[config.mk]
export PLATFORM = sky130hd
export DESIGN_NAME = audio_output_protector
export DESIGN_NICKNAME = d
export VERILOG_FILES = /design/src/rtl/core/aop_pkg.sv /design/src/rtl/core/aop_lane.sv /design/src/rtl/core/audio_output_protector.sv
export SDC_FILE = /design/constraint.sdc
export NUM_CORES = 2
export LEC_CHECK = 0
export BUFFER_PORTS_ARGS = -buffer_cell sky130_fd_sc_hd__buf_2
export CAP_MARGIN = 40
export CORE_ASPECT_RATIO = 1.25
export CORE_MARGIN = 1
export CORE_UTILIZATION = 60
export CTS_CLUSTER_DIAMETER = 150
export DETAILED_ROUTE_END_ITERATION = 8
export PLACE_DENSITY = 0.8
export SLEW_MARGIN = 0
export SYNTH_ARGS = -nofsm -noshare
export SYNTH_HDL_FRONTEND = slang
export SYNTH_SLANG_ARGS = --single-unit
[constraint.sdc]
create_clock -name clk -period 18.15 [get_ports clk]
set_input_delay 4.5375 -clock clk [delete_from_list [all_inputs] [get_ports clk]]
set_output_delay 4.5375 -clock clk [all_outputs]
set_load 0.03 [all_outputs]
[src/rtl/core/aop_pkg.sv]
package aop_pkg;

	// defaults for the top-level parameters
	localparam int CHANNELS_DEF    = 2;
	localparam int SAMPLE_BITS_DEF = 24;

	// field widths
	localparam int POLE_W = 16;
	localparam int THR_W  = 27;
	localparam int CNT_W  = 20;
	localparam int GAIN_W = 25;
	localparam int LVL_W  = 23;
	localparam int OUT_W  = 28;
	localparam int FB_W   = OUT_W + 1;
	localparam int ACC_W  = OUT_W + GAIN_W;
	localparam int STEP_W = $clog2(GAIN_W);

	localparam logic [GAIN_W-1:0] UNITY = GAIN_W'(1 << (GAIN_W - 1));

	// register map, index = paddr[4:2]
	localparam int ADDR_W = 5;
	localparam logic [2:0] REG_DC_POLE   = 3'd0;
	localparam logic [2:0] REG_THRESHOLD = 3'd1;
	localparam logic [2:0] REG_MUTE      = 3'd2;
	localparam logic [2:0] REG_RECOVERY  = 3'd3;
	localparam logic [2:0] REG_STEP      = 3'd4;
	localparam logic [2:0] REG_CEIL_EN   = 3'd5;
	localparam logic [2:0] REG_CEIL_LVL  = 3'd6;

	// trigger cause codes
	localparam logic [1:0] CAUSE_NONE    = 2'd0;
	localparam logic [1:0] CAUSE_INVALID = 2'd1;
	localparam logic [1:0] CAUSE_PEAK    = 2'd2;

	// sequencer to lane controls
	typedef struct packed {
		logic load_x;      // capture sample, load pole bits, clear acc
		logic step;        // one shift-add step
		logic gain_phase;  // multiplicand is filtered sample, else last output
		logic filt_done;   // close the filter, update lane history
		logic load_gain;   // load gain bits, clear acc
	} aop_ctrl_t;

endpackage

[src/rtl/core/aop_lane.sv]
module aop_lane #(
	parameter int SAMPLE_BITS = aop_pkg::SAMPLE_BITS_DEF
) (
	input  logic                                  clk,
	input  logic                                  arst_n,
	input  aop_pkg::aop_ctrl_t                    ctrl,
	input  logic signed [SAMPLE_BITS-1:0]         sample,
	input  logic                                  invalid,
	input  logic [aop_pkg::POLE_W-1:0]            pole,
	input  logic [aop_pkg::GAIN_W-1:0]            gain,
	input  logic                                  ceil_en,
	input  logic [aop_pkg::LVL_W-1:0]             ceil_lvl,
	output logic signed [aop_pkg::OUT_W-1:0]      filtered,
	output logic signed [aop_pkg::OUT_W-1:0]      result
);
	import aop_pkg::*;

	localparam int SUM_W = ((SAMPLE_BITS > OUT_W) ? SAMPLE_BITS : OUT_W) + 2;
	localparam logic signed [SUM_W-1:0] SUM_HI = SUM_W'((1 << (OUT_W - 1)) - 1);
	localparam logic signed [SUM_W-1:0] SUM_LO = ~SUM_HI;
	localparam logic signed [FB_W-1:0]  V_HI   = FB_W'((1 << (OUT_W - 1)) - 1);
	localparam logic signed [FB_W-1:0]  V_LO   = ~V_HI;

	logic signed [SAMPLE_BITS-1:0] x_s1;
	logic signed [SAMPLE_BITS-1:0] x1_q;
	logic signed [OUT_W-1:0]       lf_q;
	logic signed [OUT_W-1:0]       y_q;
	logic signed [ACC_W-1:0]       acc_q;
	logic [GAIN_W-1:0]             mbits_q;

	logic signed [OUT_W-1:0]  mcand;
	logic signed [ACC_W-1:0]  addend;
	logic signed [ACC_W-1:0]  fb_rnd;
	logic signed [ACC_W-1:0]  g_rnd;
	logic signed [FB_W-1:0]   fb;
	logic signed [SUM_W-1:0]  sum;
	logic signed [OUT_W-1:0]  y_sat;
	logic signed [FB_W-1:0]   v;
	logic signed [FB_W-1:0]   lim;
	logic signed [FB_W-1:0]   v_clamp;

	// MSB-first shift-add, one multiplier bit per cycle
	assign mcand  = ctrl.gain_phase ? y_q : lf_q;
	assign addend = mbits_q[GAIN_W-1] ? ACC_W'(mcand) : '0;

	assign fb_rnd = acc_q + ACC_W'(1 << (POLE_W - 1));
	assign fb     = fb_rnd[POLE_W +: FB_W];
	assign sum    = SUM_W'(x_s1) - SUM_W'(x1_q) + SUM_W'(fb);

	always_comb begin
		if (sum > SUM_HI) begin
			y_sat = SUM_HI[OUT_W-1:0];
		end else if (sum < SUM_LO) begin
			y_sat = SUM_LO[OUT_W-1:0];
		end else begin
			y_sat = sum[OUT_W-1:0];
		end
	end

	assign g_rnd = acc_q + ACC_W'(1 << (GAIN_W - 2));
	assign v     = g_rnd[GAIN_W-1 +: FB_W];
	assign lim   = FB_W'(ceil_lvl);

	always_comb begin
		v_clamp = v;
		if (ceil_en) begin
			if (v > lim) begin
				v_clamp = lim;
			end else if (v < -lim) begin
				v_clamp = -lim;
			end
		end
		if (v_clamp > V_HI) begin
			result = V_HI[OUT_W-1:0];
		end else if (v_clamp < V_LO) begin
			result = V_LO[OUT_W-1:0];
		end else begin
			result = v_clamp[OUT_W-1:0];
		end
	end

	assign filtered = y_q;

	always_ff @(posedge clk or negedge arst_n) begin
		if (!arst_n) begin
			x1_q <= '0;
			lf_q <= '0;
		end else if (ctrl.filt_done) begin
			x1_q <= x_s1;
			lf_q <= y_sat;
		end
	end

	always_ff @(posedge clk) begin
		if (ctrl.load_x) begin
			x_s1 <= invalid ? '0 : sample;
		end
		if (ctrl.filt_done) begin
			y_q <= y_sat;
		end
		if (ctrl.load_x) begin
			acc_q   <= '0;
			mbits_q <= {pole, (GAIN_W - POLE_W)'(0)};
		end else if (ctrl.load_gain) begin
			acc_q   <= '0;
			mbits_q <= gain;
		end else if (ctrl.step) begin
			acc_q   <= (acc_q <<< 1) + addend;
			mbits_q <= mbits_q << 1;
		end
	end

endmodule

[src/rtl/core/audio_output_protector.sv]
// The sequencer runs each frame through the states filter, evaluate, gain and
// done; the bit-serial multipliers step through the pole bits for the filter
// feedback and the gain bits for the gain. A new input frame is taken only
// after the last one has left the done state, which waits while m_axis stalls.
// Reset (arst_n low, asynchronous) restores register defaults, clears the
// filter history, returns to normal mode at unity gain and empties the output.
module audio_output_protector #(
	parameter int CHANNELS    = aop_pkg::CHANNELS_DEF,
	parameter int SAMPLE_BITS = aop_pkg::SAMPLE_BITS_DEF
) (
	input  logic                              clk,
	input  logic                              arst_n,
	// config port
	input  logic                              psel,
	input  logic                              penable,
	input  logic                              pwrite,
	input  logic [aop_pkg::ADDR_W-1:0]        paddr,
	input  logic [31:0]                       pwdata,
	output logic [31:0]                       prdata,
	output logic                              pready,
	// input frames
	input  logic                              s_axis_tvalid,
	output logic                              s_axis_tready,
	// sample_left, sample_right, zero pad to bytes
	input  logic [((2*SAMPLE_BITS+7)/8)*8-1:0] s_axis_tdata,
	// invalid_left, invalid_right
	input  logic [1:0]                        s_axis_tuser,
	// output frames
	output logic                              m_axis_tvalid,
	input  logic                              m_axis_tready,
	// out_left, out_right
	output logic [2*aop_pkg::OUT_W-1:0]       m_axis_tdata,
	// protection_active, trigger_cause[1:0]
	output logic [2:0]                        m_axis_tuser
);
	import aop_pkg::*;

	typedef enum logic [4:0] {
		ST_IDLE = 5'b00001,
		ST_FILT = 5'b00010,
		ST_EVAL = 5'b00100,
		ST_GAIN = 5'b01000,
		ST_DONE = 5'b10000
	} state_t;

	typedef enum logic [2:0] {
		MODE_NORMAL = 3'b001,
		MODE_MUTED  = 3'b010,
		MODE_REC    = 3'b100
	} mode_t;

	// ---------------------------------------------------------------
	// Configuration registers
	// ---------------------------------------------------------------
	logic [POLE_W-1:0] pole_q;
	logic [THR_W-1:0]  thr_q;
	logic [CNT_W-1:0]  mute_cfg_q;
	logic [CNT_W-1:0]  rec_cfg_q;
	logic [GAIN_W-1:0] step_q;
	logic              ceil_en_q;
	logic [LVL_W-1:0]  ceil_lvl_q;

	logic [2:0] reg_idx;
	logic       wr_en;

	assign pready  = 1'b1;
	assign reg_idx = paddr[4:2];
	assign wr_en   = psel & penable & pwrite & pready;

	always_ff @(posedge clk or negedge arst_n) begin
		if (!arst_n) begin
			pole_q     <= POLE_W'(65493);
			thr_q      <= THR_W'(8388608);
			mute_cfg_q <= CNT_W'(48);
			rec_cfg_q  <= CNT_W'(48);
			step_q     <= GAIN_W'(349525);
			ceil_en_q  <= 1'b0;
			ceil_lvl_q <= LVL_W'(8378953);
		end else if (wr_en) begin
			case (reg_idx)
				REG_DC_POLE:   pole_q     <= pwdata[POLE_W-1:0];
				REG_THRESHOLD: thr_q      <= pwdata[THR_W-1:0];
				REG_MUTE:      mute_cfg_q <= pwdata[CNT_W-1:0];
				REG_RECOVERY:  rec_cfg_q  <= pwdata[CNT_W-1:0];
				REG_STEP:      step_q     <= pwdata[GAIN_W-1:0];
				REG_CEIL_EN:   ceil_en_q  <= pwdata[0];
				REG_CEIL_LVL:  ceil_lvl_q <= pwdata[LVL_W-1:0];
				default: ;
			endcase
		end
	end

	always_comb begin
		case (reg_idx)
			REG_DC_POLE:   prdata = 32'(pole_q);
			REG_THRESHOLD: prdata = 32'(thr_q);
			REG_MUTE:      prdata = 32'(mute_cfg_q);
			REG_RECOVERY:  prdata = 32'(rec_cfg_q);
			REG_STEP:      prdata = 32'(step_q);
			REG_CEIL_EN:   prdata = 32'(ceil_en_q);
			REG_CEIL_LVL:  prdata = 32'(ceil_lvl_q);
			default:       prdata = '0;
		endcase
	end

	// ---------------------------------------------------------------
	// Sequencer
	// ---------------------------------------------------------------
	state_t            state_q;
	logic [STEP_W-1:0] cnt_q;
	logic [1:0]        bad_q;
	logic              in_xfer;
	logic              out_free;
	aop_ctrl_t         ctrl;

	assign s_axis_tready = (state_q == ST_IDLE);
	assign in_xfer       = s_axis_tvalid & s_axis_tready;
	assign out_free      = !m_axis_tvalid || m_axis_tready;

	always_comb begin
		ctrl            = '0;
		ctrl.load_x     = in_xfer;
		ctrl.step       = (state_q == ST_FILT) || (state_q == ST_GAIN);
		ctrl.gain_phase = (state_q == ST_GAIN);
		ctrl.filt_done  = (state_q == ST_EVAL);
		ctrl.load_gain  = (state_q == ST_EVAL);
	end

	always_ff @(posedge clk or negedge arst_n) begin
		if (!arst_n) begin
			state_q <= ST_IDLE;
			cnt_q   <= '0;
		end else begin
			case (state_q)
				ST_IDLE: begin
					if (in_xfer) begin
						state_q <= ST_FILT;
						cnt_q   <= STEP_W'(POLE_W - 1);
					end
				end
				ST_FILT: begin
					if (cnt_q == '0) begin
						state_q <= ST_EVAL;
					end else begin
						cnt_q <= cnt_q - 1'b1;
					end
				end
				ST_EVAL: begin
					state_q <= ST_GAIN;
					cnt_q   <= STEP_W'(GAIN_W - 1);
				end
				ST_GAIN: begin
					if (cnt_q == '0) begin
						state_q <= ST_DONE;
					end else begin
						cnt_q <= cnt_q - 1'b1;
					end
				end
				ST_DONE: begin
					if (out_free) begin
						state_q <= ST_IDLE;
					end
				end
				default: state_q <= ST_IDLE;
			endcase
		end
	end

	always_ff @(posedge clk) begin
		if (in_xfer) begin
			bad_q <= s_axis_tuser;
		end
	end

	// ---------------------------------------------------------------
	// Channel lanes
	// ---------------------------------------------------------------
	mode_t             mode_q;
	logic [GAIN_W-1:0] ramp_q;
	logic [GAIN_W-1:0] gain_sel;
	logic signed [OUT_W-1:0] y_c   [2];
	logic signed [OUT_W-1:0] res_c [2];

	// gain held before the frame; unity outside recovery
	assign gain_sel = (mode_q == MODE_REC) ? ramp_q : UNITY;

	for (genvar c = 0; c < 2; c++) begin : g_lane
		if (c < CHANNELS) begin : g_on
			aop_lane #(
				.SAMPLE_BITS (SAMPLE_BITS)
			) u_lane (
				.clk      (clk),
				.arst_n   (arst_n),
				.ctrl     (ctrl),
				.sample   (s_axis_tdata[c*SAMPLE_BITS +: SAMPLE_BITS]),
				.invalid  (s_axis_tuser[c]),
				.pole     (pole_q),
				.gain     (gain_sel),
				.ceil_en  (ceil_en_q),
				.ceil_lvl (ceil_lvl_q),
				.filtered (y_c[c]),
				.result   (res_c[c])
			);
		end else begin : g_off
			assign y_c[c]   = '0;
			assign res_c[c] = '0;
		end
	end

	// ---------------------------------------------------------------
	// Trigger check, left before right, invalid before peak
	// ---------------------------------------------------------------
	logic [1:0]       cause;
	logic [OUT_W-1:0] mag [2];

	always_comb begin
		cause = CAUSE_NONE;
		for (int c = 0; c < 2; c++) begin
			mag[c] = y_c[c][OUT_W-1] ? OUT_W'(-y_c[c]) : OUT_W'(y_c[c]);
		end
		for (int c = 0; c < CHANNELS; c++) begin
			if (cause == CAUSE_NONE) begin
				if (bad_q[c]) begin
					cause = CAUSE_INVALID;
				end else if (mag[c] >= OUT_W'(thr_q)) begin
					cause = CAUSE_PEAK;
				end
			end
		end
	end

	// ---------------------------------------------------------------
	// Mode update for the frame
	// ---------------------------------------------------------------
	mode_t             mode_d;
	logic [CNT_W-1:0]  mute_left_q, mute_left_d;
	logic [CNT_W-1:0]  rec_left_q, rec_left_d;
	logic [GAIN_W-1:0] ramp_d;
	logic [CNT_W-1:0]  rec_dec;
	logic [GAIN_W:0]   g_sum;
	logic [GAIN_W-1:0] g_new;
	logic              silent;

	assign rec_dec = (rec_left_q != '0) ? rec_left_q - 1'b1 : '0;
	assign g_sum   = {1'b0, ramp_q} + {1'b0, step_q};
	assign g_new   = (g_sum > {1'b0, UNITY}) ? UNITY : g_sum[GAIN_W-1:0];
	assign silent  = (cause != CAUSE_NONE) || (mode_q == MODE_MUTED);

	always_comb begin
		mode_d      = mode_q;
		mute_left_d = mute_left_q;
		rec_left_d  = rec_left_q;
		ramp_d      = ramp_q;
		if (cause != CAUSE_NONE) begin
			// enter mute, then count this frame as the first muted one
			rec_left_d = (rec_cfg_q == '0) ? CNT_W'(1) : rec_cfg_q;
			ramp_d     = '0;
			if (mute_cfg_q[CNT_W-1:1] == '0) begin
				mute_left_d = '0;
				mode_d      = MODE_REC;
			end else begin
				mute_left_d = mute_cfg_q - 1'b1;
				mode_d      = MODE_MUTED;
			end
		end else begin
			case (mode_q)
				MODE_MUTED: begin
					if (mute_left_q[CNT_W-1:1] == '0) begin
						mute_left_d = '0;
						mode_d      = MODE_REC;
					end else begin
						mute_left_d = mute_left_q - 1'b1;
					end
				end
				MODE_REC: begin
					if (rec_dec == '0 || g_new >= UNITY) begin
						mode_d     = MODE_NORMAL;
						rec_left_d = '0;
						ramp_d     = UNITY;
					end else begin
						rec_left_d = rec_dec;
						ramp_d     = g_new;
					end
				end
				default: mode_d = MODE_NORMAL;
			endcase
		end
	end

	// ---------------------------------------------------------------
	// Mode state and output register
	// ---------------------------------------------------------------
	logic done_fire;

	assign done_fire = (state_q == ST_DONE) && out_free;

	always_ff @(posedge clk or negedge arst_n) begin
		if (!arst_n) begin
			mode_q        <= MODE_NORMAL;
			mute_left_q   <= '0;
			rec_left_q    <= '0;
			ramp_q        <= UNITY;
			m_axis_tvalid <= 1'b0;
		end else begin
			if (done_fire) begin
				mode_q        <= mode_d;
				mute_left_q   <= mute_left_d;
				rec_left_q    <= rec_left_d;
				ramp_q        <= ramp_d;
				m_axis_tvalid <= 1'b1;
			end else if (m_axis_tready) begin
				m_axis_tvalid <= 1'b0;
			end
		end
	end

	always_ff @(posedge clk) begin
		if (done_fire) begin
			m_axis_tdata[OUT_W-1:0]       <= silent ? '0 : res_c[0];
			m_axis_tdata[2*OUT_W-1:OUT_W] <= silent ? '0 : res_c[1];
			m_axis_tuser[0]               <= (mode_d != MODE_NORMAL);
			m_axis_tuser[2:1]             <= cause;
		end
	end

endmodule

## After elaboration in Yosys (flattened, before gate mapping)

Index checks and enable logic that the tools add are counted.

- Divide/modulo/power cells: 0
- Bitwise gates (word level): 3
- Shift operators: 0
- Equality and inequality tests: 19
- Multipliers: 0
- Reductions and logical operators: 36
- Add/subtract/negate cells: 18
- $lt $le $gt $ge: 16
- Multiplexer cells: 61

Operators by type and width:

| kind | number |
|---|---|
| 28-bit 2-to-1 mux | 10 |
| 25-bit 2-to-1 mux | 11 |
| 27-bit case mux with 7 select lines | 1 |
| 20-bit 2-to-1 mux | 9 |
| 29-bit 2-to-1 mux | 6 |
| 53-bit by 25-bit adder with 53-bit output, second input constant | 2 |
| 53-bit adder | 2 |
| 53-bit 2-to-1 mux | 2 |
| 45-bit by 17-bit adder with 45-bit output, second input constant | 2 |
| 25-bit by 29-bit adder with 30-bit output | 2 |
| 30-bit by 28-bit greater-than comparator with 1-bit output, second input constant | 2 |
| 30-bit by 28-bit less-than comparator with 1-bit output, second input constant | 2 |
| 20-bit by 1-bit subtractor with 20-bit output, second input constant | 3 |
| 29-bit by 24-bit greater-than comparator with 1-bit output | 2 |
| 29-bit by 28-bit greater-than comparator with 1-bit output, second input constant | 2 |
| 29-bit by 28-bit less-than comparator with 1-bit output, second input constant | 2 |
| 29-bit less-than comparator | 2 |
| 28-bit by 27-bit greater-or-equal comparator with 1-bit output | 2 |
| 28-bit negator | 2 |
| 27-bit 2-to-1 mux | 2 |
| 24-bit by 24-bit subtractor with 25-bit output | 2 |
| 20-bit zero test | 2 |
| 19-bit zero test | 2 |
| 5-bit 2-to-1 mux | 6 |
| other kinds (36) | 73 |

- Output and inout port bits: 94
- Memory bits (read-only): 0
- Word-level logic and storage cells: 186
- Memories: 0
- Input bits: 94
- Bits in latches: 0
- Flip-flop bits (word level): 636
- RAM bits: 0

## Depth between registers and ports, before layout

- Word-level depth: 11
- Mapped depth: 26

## Modules after synthesis

A second synthesis with hierarchy kept.

- Cells, all modules: 5,422
- Area total of the unflattened synthesis: 48,840.6 µm²

Modules (own cells, without submodules):

| module | area an instance (µm²) | instances | seq. area each (µm²) | cells each |
|---|---|---|---|---|
| audio_output_protector | 16,998.8 | 1 | 7,169.4 | 1,746 |
| aop_lane (g_lane[1].g_on.u_lane) | 16,049.1 | 1 | 4,584.4 | 1,891 |
| aop_lane (g_lane[0].g_on.u_lane) | 15,792.6 | 1 | 4,584.4 | 1,785 |

## Worst setup path before layout

No wires, ideal clock.

- Path kind: input to output
- Start: in paddr[2] in the netlist's numbering
- End: out prdata[14]
- Arrival: 6.235 ns
- Stages: 6
- Path buffers: 3
- Required time: 13.613 ns
- Setup slack: 7.378 ns
- Cell sequence: clkbuf_1 -> buf_1 -> and2_1 -> clkbuf_1 -> a21oi_1 -> o22ai_1

- Cells in the longest elaborated chain, start to end: 2

Ends and longest elaborated chain:

| what | line | source |
|---|---|---|
| start, declared | audio_output_protector.sv:17 | `input logic [aop_pkg::ADDR_W-1:0] paddr,` |
| 3-bit equality test, or another cell as far along | audio_output_protector.sv:94 | `case (reg_idx)` |
| 27-bit case mux with 7 select lines (*) | audio_output_protector.sv:94 |  |
| end, declared | audio_output_protector.sv:19 | `output logic [31:0] prdata,` |

Every way passes the cells marked *; elsewhere a longest branch is shown, timed or not.

## Worst setup path in the final report

- Start: in paddr[3] in the netlist's numbering
- End: out prdata[7]

Same word-level chain as after synthesis.

==> summary.md <==
| Metric | Value |
|---|---|
| Clock Path Buffers | `3` |
| Gr busiest metal | `met2` |
| Highest attainable clock frequency | `0.08870 GHz` |
| Global-route track usage on met2 | `0.5986` |
| IR drop worst, VDD | `0.1007 mV` |
| Leak | `approximately 21 nW` |
| Fin crit period | `11.27 ns` |
| Sum Neg Setup Slack | `0 ns` |
| Worst path most repeated cell | `sky130_fd_sc_hd__buf_2` |
| Share of synthesized registers carrying an async set or reset | `0.5155` |
| Detail-routed net length per standard cell | `22.91 um` |
| Count of pins on the block boundary | `188` |
| Internal Power | `3.155 mW` |
| Transition time at the pin with the least slew margin | `1.025 ns` |
| Instance count of the mapped netlist | `between 5000 and 6000` |
| Critical path cell sequence | `buf_2 -> buf_4 -> nor2b_1 -> a22oi_1 -> o22ai_1 -> buf_2` |
| Number of port buffers | `174` |
| Global-route usage over all layers | `0.3665` |
| Total of flip-flops plus latches after synthesis | `611` |
| Post-CTS Hold Fix Bufs | `0` |
| Post-CTS Setup Repair Bufs | `0` |
| Critical setup path kind | `input port to output port` |
| Sequential share of the synthesized area | `0.3499` |
| Root buffer cell | `sky130_fd_sc_hd__clkbuf_16` |
| Result of the run | `complete, no violations` |
| Clock tree sinks | `~600` |
| Synthesized cell area | `~0.045 mm^2` |
| NumNets Final | `around 5600` |
| Part of the power in the clock network | `0.272` |
| Primary FF master, synth | `sky130_fd_sc_hd__dfrtp_1` |
| DIE WIDTH | `246.4 um` |
| Starting utilization of the core area | `0.6088` |
| Placeable core region | `0.07361 mm^2` |
| Number of global-route vias before repair | `about 38000` |
| Overall overflow remaining after global route | `0` |
| Total vias in the final route | `40019` |
| Share of layout cells above drive strength 1 | `0.1135` |
| Height of the die | `307.5 um` |
| Commonest non-fill, non-tap cell in the layout | `sky130_fd_sc_hd__nand2_1` |
| Max-slew violation total from the final report | `0` |
| Clock latency on the worst-skew pair | `0.64 ns` |
| Wire length of the first global-routing pass | `about 210 mm` |
| Switching power | `2.043 mW` |
| Sum of routed wire length over all layers | `around 140 mm` |
| Worst Path Arrival | `6.74 ns` |
| DP Wirelength | `104.5 mm` |
| Total power per unit cell area | `106.7 mW/mm^2` |
| Number of warnings printed during yosys synthesis | `0` |
| Critical Path Max Stage Delay | `just under 0.8 ns` |
| Area growth from synthesis to final layout | `8.762%` |
| CTS H-tree lvls | `3` |
| Post-synth EDFFs | `181` |
| DRC errors left | `0` |
| Part of the cycle the worst path needs | `0.6211` |
| Logic depth of the worst register-to-register path | `19` |
| Number of gates given a new drive strength after cts | `0` |
| Final number of hold-violating endpoints | `0` |
| Clock slew at the register clock pins of the worst setup and hold paths | `0.06 ns` |
| Buffers and inverters on the worst path | `3` |
| Global-route met1 utilization | `0.4547` |
| Post-place setup slack | `about 7.0 ns` |
| Met3 global-route usage | `0.06458` |
| Final Skew | `about 0.022 ns` |
| Remaining antenna violation count | `0` |
| CTS Buf Count | `67` |
| First drt pass iteration count | `6` |
| Area enclosed by the die boundary | `0.07579 mm^2` |
| Avg Cell Area, Syn | `8.854 um^2` |
| Worst Setup End Kind | `output port` |
| Master of the slowest instance on the critical path | `sky130_fd_sc_hd__nor2b_1` |
| Initial drt markers | `4202` |
| Final-report setup violation count | `0` |
| Share of total power in sequential cells | `0.353` |
| Combinational group share of total power | `0.375` |
| Antenna violations before repair | `1` |
| Worst slew margin relative to its limit | `0.3166` |
| Hold path depth | `2` |
| Crit-path leading delay family | `buffers and inverters` |
| Switching Fraction | `0.3931` |
| CP required | `13.61 ns` |
| Synth unique cells | `110` |
| RSZ-0062 raised after global routing | `no` |
| Leading cell types in the layout, fill and taps excluded | `sky130_fd_sc_hd__nand2_1 (640), sky130_fd_sc_hd__o21ai_0 (385), sky130_fd_sc_hd__a21oi_1 (361)` |
| Number of placement rows | `111` |
| Pin count of the biggest net entering global routing | `156` |
| Final Worst Setup Slack | `between 6 and 7 ns` |
| Type of element launching the critical path | `input port` |
| Number of maximum-capacitance constraint violations | `0` |
| Critical Path Fanout Max | `60` |
| CTS tree | `built` |
| Avg Vias per Cell | `between 6 and 7` |
| Class of the worst hold path | `flip-flop to flip-flop` |
| Cell count along the critical path | `6` |
| Routability-driven placement congestion ratio | `1.071` |
tightest hold or removal path: stages, from the launching register on:
cell and delay (ns):
sky130_fd_sc_hd__dfxtp_1 0.31, sky130_fd_sc_hd__nand2_1 0.05, sky130_fd_sc_hd__a21oi_1 0.05
metal layers:
layer,share of wire,vias to the layer above
met5,0.00010,-
met4,0.065,2
met3,0.090,463
met2,0.46,1968
met1,0.38,19182
li1,-,18404
registers in the layout, indices dropped and copies added, names as in the netlist, 20 cells and up:
register and flops:
g_lane.g_on.u_lane.filtered 56, ceil_lvl_q 23, step_q 25, g_lane.g_on.u_lane.acc_q 106, thr_q 27, mute_left_q 20
mute_cfg_q 20, g_lane.g_on.u_lane.x1_q 48, rec_left_q 20, m_axis_tdata 56, ramp_q 25, g_lane.g_on.u_lane.lf_q 56
rec_cfg_q 20, g_lane.g_on.u_lane.x_s1 48, g_lane.g_on.u_lane.mbits_q 25
cell type report:
type | instances | area [um^2]
diodes | 1 | 2.502
clock buffers | 90 | 1834
clock inverters | 33 | 396.6
fillers | 6045 | 24870
inverters | 215 | 812.0
multi-input cells | 3998 | 27370
flip-flops and latches | 611 | 15680
well taps | 960 | 1201
repair buffers | 226 | 1438
synthesized netlist by cell type (69+ instances only):
cell	instances	area (um^2)
sky130_fd_sc_hd__o21ai_0	386	1932
sky130_fd_sc_hd__nand3_1	142	710.7
sky130_fd_sc_hd__mux2_2	114	1284
sky130_fd_sc_hd__dfxtp_1	115	2302
sky130_fd_sc_hd__nand2_1	642	2410
sky130_fd_sc_hd__clkbuf_1	176	660.6
sky130_fd_sc_hd__a21o_1	122	915.9
sky130_fd_sc_hd__xnor2_1	243	2128
sky130_fd_sc_hd__ha_1	343	4292
sky130_fd_sc_hd__nor2_1	325	1220
sky130_fd_sc_hd__nor3_1	86	430.4
sky130_fd_sc_hd__nor2b_1	80	500.5
sky130_fd_sc_hd__inv_1	212	795.8
sky130_fd_sc_hd__a21oi_1	361	1807
sky130_fd_sc_hd__nand4_1	69	431.7
sky130_fd_sc_hd__edfxtp_1	181	5435
sky130_fd_sc_hd__dfrtp_1	269	6731
sky130_fd_sc_hd__xor2_1	117	1025
power groups by stage:
| stage | clock [mW] | combinational [mW] | sequential [mW] |
|---|---|---|---|
| after detailed placement | 0 | 1.89 | 1.85 |
| after global routing | 1.48 | 2.11 | 1.84 |
| after CTS | 1.43 | 1.91 | 1.82 |
| after floorplan | 0 | 1.35 | 1.75 |
| after global placement | 0 | 1.80 | 1.85 |
| final | 1.42 | 1.95 | 1.83 |
path summary, 6_finish.rpt:
check / startpoint / endpoint / slack [ns]
worst max-delay path: paddr[3] / prdata[7] / 6.88
worst min-delay path: g_lane[1].g_on.u_lane.acc_q[7] / g_lane[1].g_on.u_lane.acc_q[7] / 0.47
worst max register to register: g_lane[0].g_on.u_lane.acc_q[24] / m_axis_tdata[21] / 11.02
worst min register to register: g_lane[1].g_on.u_lane.acc_q[7] / g_lane[1].g_on.u_lane.acc_q[7] / 0.47
max in group asynchronous: arst_n / g_lane[1].g_on.u_lane.x1_q[20] / 12.40
min in group asynchronous: arst_n / g_lane[1].g_on.u_lane.x1_q[23] / 3.89
stage by stage:
step                      cells  instance area, um^2  total power [mW]  utilization  hold slack, ns
final                      6134                48740             5.199       0.6621          0.4662
after global routing       6133                48730             5.430       0.6621          0.4827
after CTS                  6133                48730             5.157       0.6621          0.4666
after detailed placement   6010                46500             3.739       0.6318          0.4585
after global placement     5996                46240             3.652       0.6282          0.4423
after floorplan            5065                44820             3.100            -          0.4315
kinds of logic after synthesis:
family,after synthesis,share of synthesized area
muxes,154,0.03825
other,2,0.0001676
buffers and inverters,456,0.04099
adders and majority gates,406,0.1235
DFF,611,0.3499
and+or+nand+nor,1632,0.1725
xor gates and xnor gates,361,0.07073
AOI/OAI and AO/OA,1439,0.2040
Power figures use the tool's default switching activity.
